## config.mk

```make
export PLATFORM = sky130hd
export DESIGN_NAME = rtu_frame_crc_checker_unit
export DESIGN_NICKNAME = d
export VERILOG_FILES = /design/src/rtl/core/rtu_crc_pkg.sv /design/src/rtl/core/rtu_frame_crc_checker_unit.sv
export SDC_FILE = /design/constraint.sdc
export NUM_CORES = 1
export LEC_CHECK = 0
export ABC_AREA = 1
export BUFFER_PORTS_ARGS = -buffer_cell sky130_fd_sc_hd__buf_2
export CAP_MARGIN = 20
export CORE_MARGIN = 2
export CORE_UTILIZATION = 58
export CTS_BUF_LIST = sky130_fd_sc_hd__clkbuf_16
export DETAILED_ROUTE_END_ITERATION = 10
export PLACE_DENSITY_LB_ADDON = 0.1
export SYNTH_ARGS = -nofsm -noshare
export SYNTH_HDL_FRONTEND = slang
export SYNTH_SLANG_ARGS = --single-unit
```

## constraint.sdc

```tcl
create_clock -name clk -period 3.3 [get_ports clk]
set_input_delay 0.66 -clock clk [delete_from_list [all_inputs] [get_ports clk]]
set_output_delay 0.66 -clock clk [all_outputs]
set_load 0.02 [all_outputs]
```

## src/rtl/core/rtu_crc_pkg.sv

```systemverilog
// Package: shared types, constants and the CRC byte update for the frame checker.
package rtu_crc_pkg;

  localparam int unsigned BYTE_W        = 8;
  localparam int unsigned CRC_W         = 16;
  localparam int unsigned LEN_W         = 9;
  localparam int unsigned MAX_FRAME_DEF = 256;
  localparam int unsigned MIN_FRAME     = 4;

  localparam logic [CRC_W-1:0] CRC_INIT = 16'hFFFF;
  localparam logic [CRC_W-1:0] CRC_POLY = 16'hA001;

  typedef enum logic [1:0] {
    ST_OK      = 2'd0,
    ST_CRC_ERR = 2'd1,
    ST_LEN_ERR = 2'd2
  } frame_status_t;

  function automatic logic [CRC_W-1:0] crc_byte(input logic [CRC_W-1:0] crc_in,
                                                input logic [BYTE_W-1:0] b);
    logic [CRC_W-1:0] c;
    c = crc_in ^ {{(CRC_W-BYTE_W){1'b0}}, b};
    for (int i = 0; i < BYTE_W; i++) begin
      if (c[0]) begin
        c = (c >> 1) ^ CRC_POLY;
      end else begin
        c = c >> 1;
      end
    end
    return c;
  endfunction

endpackage

```

## src/rtl/core/rtu_frame_crc_checker_unit.sv

```systemverilog
// Top level: Modbus RTU frame length and CRC-16 checker, one byte per beat.
//
// Input channel (in_valid/in_ready) carries data_byte and last_byte, one
// frame byte per beat, last_byte set on the final byte of a frame.
// Output channel (out_valid/out_ready) gives one beat per frame: status
// (ok, CRC mismatch, length out of range), the saturating byte count and
// the CRC-16 (poly 0xA001, init 0xFFFF) over all bytes but the last two.
// The last two bytes form the trailer, low byte first.
// The result is registered and appears in the cycle after the last byte is accepted.
// Throughput: one byte per cycle; the byte-wise CRC update and the
// two-byte trailer shift complete in the accepting cycle.
// A single output register holds the result; while it is full and the
// receiver stalls, in_ready drops, otherwise a new byte is taken every
// cycle, including the cycle the result leaves.
// Reset clears the byte count, the trailer bytes and the output valid,
// and loads the CRC with 0xFFFF. Each final byte returns the frame state
// to that reset state for the next frame.
module rtu_frame_crc_checker_unit #(
  parameter int unsigned MAX_FRAME_BYTES = rtu_crc_pkg::MAX_FRAME_DEF
) (
  input  logic                             clk,
  input  logic                             rst,
  input  logic                             in_valid,
  output logic                             in_ready,
  input  logic [rtu_crc_pkg::BYTE_W-1:0]   data_byte,
  input  logic                             last_byte,
  output logic                             out_valid,
  input  logic                             out_ready,
  output logic [1:0]                       frame_status,
  output logic [rtu_crc_pkg::LEN_W-1:0]    frame_length,
  output logic [rtu_crc_pkg::CRC_W-1:0]    computed_crc
);

  localparam logic [rtu_crc_pkg::LEN_W-1:0] LEN_SAT = rtu_crc_pkg::LEN_W'(MAX_FRAME_BYTES + 1);
  localparam logic [rtu_crc_pkg::LEN_W-1:0] LEN_MAX = rtu_crc_pkg::LEN_W'(MAX_FRAME_BYTES);
  localparam logic [rtu_crc_pkg::LEN_W-1:0] LEN_MIN = rtu_crc_pkg::LEN_W'(rtu_crc_pkg::MIN_FRAME);

  logic [rtu_crc_pkg::CRC_W-1:0]  crc_acc;
  logic [rtu_crc_pkg::CRC_W-1:0]  crc_next;
  logic [rtu_crc_pkg::BYTE_W-1:0] dly0;
  logic [rtu_crc_pkg::BYTE_W-1:0] dly1;
  logic [rtu_crc_pkg::LEN_W-1:0]  byte_count;
  logic [rtu_crc_pkg::LEN_W-1:0]  byte_count_next;
  logic [rtu_crc_pkg::CRC_W-1:0]  trailer;
  rtu_crc_pkg::frame_status_t     status_next;
  rtu_crc_pkg::frame_status_t     status_q;
  logic                           in_fire;

  assign in_ready = !out_valid || out_ready;
  assign in_fire  = in_valid && in_ready;

  always_comb begin
    if (byte_count >= rtu_crc_pkg::LEN_W'(2)) begin
      crc_next = rtu_crc_pkg::crc_byte(crc_acc, dly0);
    end else begin
      crc_next = crc_acc;
    end
    if (byte_count < LEN_SAT) begin
      byte_count_next = byte_count + rtu_crc_pkg::LEN_W'(1);
    end else begin
      byte_count_next = byte_count;
    end
    trailer = {data_byte, dly1};
    priority if (byte_count_next < LEN_MIN || byte_count_next > LEN_MAX) begin
      status_next = rtu_crc_pkg::ST_LEN_ERR;
    end else if (trailer != crc_next) begin
      status_next = rtu_crc_pkg::ST_CRC_ERR;
    end else begin
      status_next = rtu_crc_pkg::ST_OK;
    end
  end

  always_ff @(posedge clk) begin
    if (rst) begin
      crc_acc    <= rtu_crc_pkg::CRC_INIT;
      dly0       <= '0;
      dly1       <= '0;
      byte_count <= '0;
    end else if (in_fire) begin
      if (last_byte) begin
        crc_acc    <= rtu_crc_pkg::CRC_INIT;
        dly0       <= '0;
        dly1       <= '0;
        byte_count <= '0;
      end else begin
        crc_acc    <= crc_next;
        dly0       <= dly1;
        dly1       <= data_byte;
        byte_count <= byte_count_next;
      end
    end
  end

  always_ff @(posedge clk) begin
    if (rst) begin
      out_valid <= 1'b0;
    end else if (in_fire) begin
      out_valid <= last_byte;
    end else if (out_ready) begin
      out_valid <= 1'b0;
    end
  end

  always_ff @(posedge clk) begin
    if (in_fire && last_byte) begin
      status_q     <= status_next;
      frame_length <= byte_count_next;
      computed_crc <= crc_next;
    end
  end

  assign frame_status = status_q;

  a_restart_after_last: assert property (@(posedge clk) disable iff (rst)
    (in_fire && last_byte) |=> (byte_count == '0 && crc_acc == rtu_crc_pkg::CRC_INIT))
    else $error("frame state not restarted after last beat");

  a_result_follows_last: assert property (@(posedge clk) disable iff (rst)
    in_fire |=> (out_valid == $past(last_byte)))
    else $error("result valid does not track last beat");

  a_count_bounded: assert property (@(posedge clk) disable iff (rst)
    byte_count <= LEN_SAT)
    else $error("byte count above saturation");

  a_ok_length_in_range: assert property (@(posedge clk) disable iff (rst)
    (out_valid && status_q == rtu_crc_pkg::ST_OK) |->
      (frame_length >= LEN_MIN && frame_length <= LEN_MAX))
    else $error("ok status with length out of range");

  a_count_advances: assert property (@(posedge clk) disable iff (rst)
    (in_fire && !last_byte) |=> (byte_count != '0))
    else $error("byte count did not advance");

endmodule

```

==> run_results.csv <==
group,metric,value,unit
run_status,status,"finished clean",
critical_path,reg2reg_slack,0.55,ns
power,p_seq_share,45.4,%
drt,viasPerCell,5.24,
drt,antenna_left,0,
floorplan,die_area,6960,µm²
critical_path,cpMostUsedCell,"nand2_1",
global_route,grt_pass1_vias,3219,
cts,path_clk_slew,0.06,ns
finish,area_delta_synth_final,14.1,%
power,p_leak,1.98,nW
yosys,yosys_most_used_dff,"dfxtp_1",
sta,finClkSkew,0.00581,ns
yosys,ys_seq_area_share,45.1,%
finish,layout.nets,584,
cts,cts_hold_buf,0,
place,port_buffers,41,
critical_path,cp.arrival,2.83,ns
finish,post_layout_nonfiller_instances,649,
sta,whs,0.493,ns
cts,cts-buffers-inserted,9,
cts,cts.repair.resized,0,
critical_path,endpoint_kind,"register",
finish,seq_area,1650,µm²
global_route,grt_pass1_wl,14.2,mm
sta,tightest_slew,0.527,ns
place,dpl.hpwl,5.92,mm
finish,final_util,69.3,%
place,dpl.cell_count,633,
cts,clock_path_buffers,2,
sta,clock.fmax,363,MHz
yosys,syn_inst,528,
floorplan,core_area,6030,µm²
worst_hold_path,hp-class,"reg -> reg",
floorplan,rows,28,
yosys,synth_area_leaders,"nand2_1 (23%), dfxtp_1 (23%), edfxtp_1 (22%)",
worst_hold_path,min_to,"dly1[3]",
power,power_switching,539,µW
finish,drive_above_1_share,11.1,%
cts,clk_latency,0.33,ns
yosys,ys_async_sr_fraction,0,%
critical_path,path_cells,"nor2_2 -> nand2_1 -> nor2_4 -> nand2_2 -> nand2_1 -> nand2_1 -> nand2_1 -> nand2_1 -> nor2_1 -> nand2_1 -> nor2_1 -> nand2_1 -> nor2_1 -> nand3_1 -> nor2_1 -> nor2_1",
sta,hold_violations,0,
yosys,synthTopCellsByCount,"nand2_1 (229), inv_1 (70), nand3_1 (50)",
critical_path,cp-start-kind,"register",
critical_path,timing.rr.end,"frame_status[0]",
finish,insertedDiodeCount,0,
global_route,grt_max_degree,34,
yosys,ys_ff_latch,69,
yosys,syn_area_per_cell,6.93,µm²
drt,first_pass_iters,4,
drt,drc_errors,0,
global_route,globalRouteOverflowTotal,0,
yosys,syn-num-nets,543,
critical_path,critPathKind,"reg -> reg",
yosys,netlist_area,3660,µm²
sta,tns,0,ns
worst_hold_path,holdCritStartpoint,"dly1[3]",
power,ir_worst_vdd,0.433,mV
critical_path,slowest_delay,0.44,ns
critical_path,cp_slowest_cell,"nand2_2",
cts,cts_tree,"yes",
finish,num-fill-cells,513,
power,p_per_area,499,nW/µm²
floorplan,start_util,60.8,%
power,swShare,25.9,%
critical_path,cp.required,3.38,ns
worst_hold_path,whs_path_depth,2,
power,clockPowerShare,41.9,%
yosys,synthMostInstantiatedCell,"nand2_1",
cts,cts_root_buf,"clkbuf_16",
power,power,2.08,mW
sta,drv_slew,0,
drt,wl_per_cell,13.1,µm
yosys,yosys.area.top_type,"nand2_1",
global_route,track_usage,25.1,%
sta,slew_headroom,64.8,%
drt,wirelength,8.49,mm
sta,fin_crit_sh,83.4,%
global_route,antenna_found_initial,0,
critical_path,cp_max_fo,28,
critical_path,r2r_start,"byte_count[2]",
yosys,synth_top_area_share,23.5,%
yosys,synth_edf_count,27,
floorplan,die_y,83.5,µm
yosys,ys_warn_count,0,
critical_path,worst-r2r-cell-count,16,
place,globalplace.congestion,0.885,
job,cap_violations,0,
sta,rsz0062_at_grt,"false",
drt,drt-initial-drc-count,172,
cts,cts_setup_buffers,0,
drt,vias,3400,
sta,setup_viol,0,
power,p_int,1.54,mW
cts,htreeDepth,3,
floorplan,die_w,83.5,µm
sta,timing.final.crit_period,2.75,ns
cts,cts.sink_count,69,
yosys,ys_types,30,
finish,multiInputGateArea,1640,µm²
floorplan,io_pins,42,
power,comb_power_share,12.7,%
## placed cells by master (no fill, tap or decap), drive strengths merged
cell    instances
o21ai           6
nand2         230
buf            47
nand3b          2
xnor2           3
a21oi          31
clkbuf         10
ha              2
xor2            1
o21a            1
nor3b           1
clkinv          4
inv            73
or2             1
dfxtp          42
nor2           26
nand3          50
o211ai         14
edfxtp         27
nand4           3
## worst max-delay path, delay by kind of cell, from the launching register on
family           cells  cell delay, ns
DFF                  1            0.36
and+or+nand+nor     16            2.14
## logic make-up after synthesis
| family | after synthesis | synth area share (%) |
|---|---|---|
| and+or+nand+nor | 313 | 34.8 |
| buffers and inverters | 88 | 10.1 |
| DFF | 69 | 45.1 |
| AOI/OAI and AO/OA | 52 | 8.34 |
| xor gates and xnor gates | 4 | 0.957 |
| adders and majority gates | 2 | 0.683 |
## power by group through the flow
| stage | combinational [mW] | sequential [mW] | clock (mW) |
|---|---|---|---|
| final | 0.265 | 0.946 | 0.873 |
| after global routing | 0.300 | 0.950 | 0.916 |
| after CTS | 0.265 | 0.946 | 0.880 |
| after detailed placement | 0.263 | 0.963 | 0 |
| after global placement | 0.258 | 0.962 | 0 |
| after floorplan | 0.176 | 0.977 | 0 |
## registers in the layout, summed over array words and instances (netlist names)
signal	cells
out_valid	1
frame_length	9
dly1	8
dly0	8
byte_count	9
frame_status	2
computed_crc	16
crc_acc	16
## layout make-up
cell class / instances / area share (%)
repair buffers: 47 / 5.99
clock inverters: 6 / 0.539
inverters: 71 / 6.38
flip-flops and latches: 69 / 39.5
multi-input cells: 371 / 39.3
clock buffers: 10 / 5.99
well taps: 75 / 2.25
## metrics by stage
step	area [µm²]	setup WS, ns
after CTS	4180	0.562
after global placement	3900	0.658
final	4180	0.547
after global routing	4180	0.195
after floorplan	3660	0.274
after detailed placement	3900	0.585
## routing by layer
metal / vias to the layer above / share of wire [%] / global-route usage (%)
li1: 1755 / - / -
met1: 1546 / 44 / 29.2
met2: 85 / 49 / 45.2
met3: 14 / 4.7 / 4.85
met4: 0 / 1.5 / 10.4
met5: - / 0 / 0
## worst max-delay path by stage
stage / start / endpoint / slack (ns) / cells past startpoint
global placement: byte_count[0] / frame_status[0] / 0.66 / 19
floorplan: out_ready / crc_acc[10] / 0.27 / 9
finish: byte_count[2] / frame_status[0] / 0.55 / 16
global route: byte_count[2] / frame_status[0] / 0.20 / 16
detailed placement: byte_count[2] / frame_status[0] / 0.58 / 16
CTS: byte_count[2] / frame_status[0] / 0.56 / 16
Note: power is estimated with default switching activity, not from simulation.
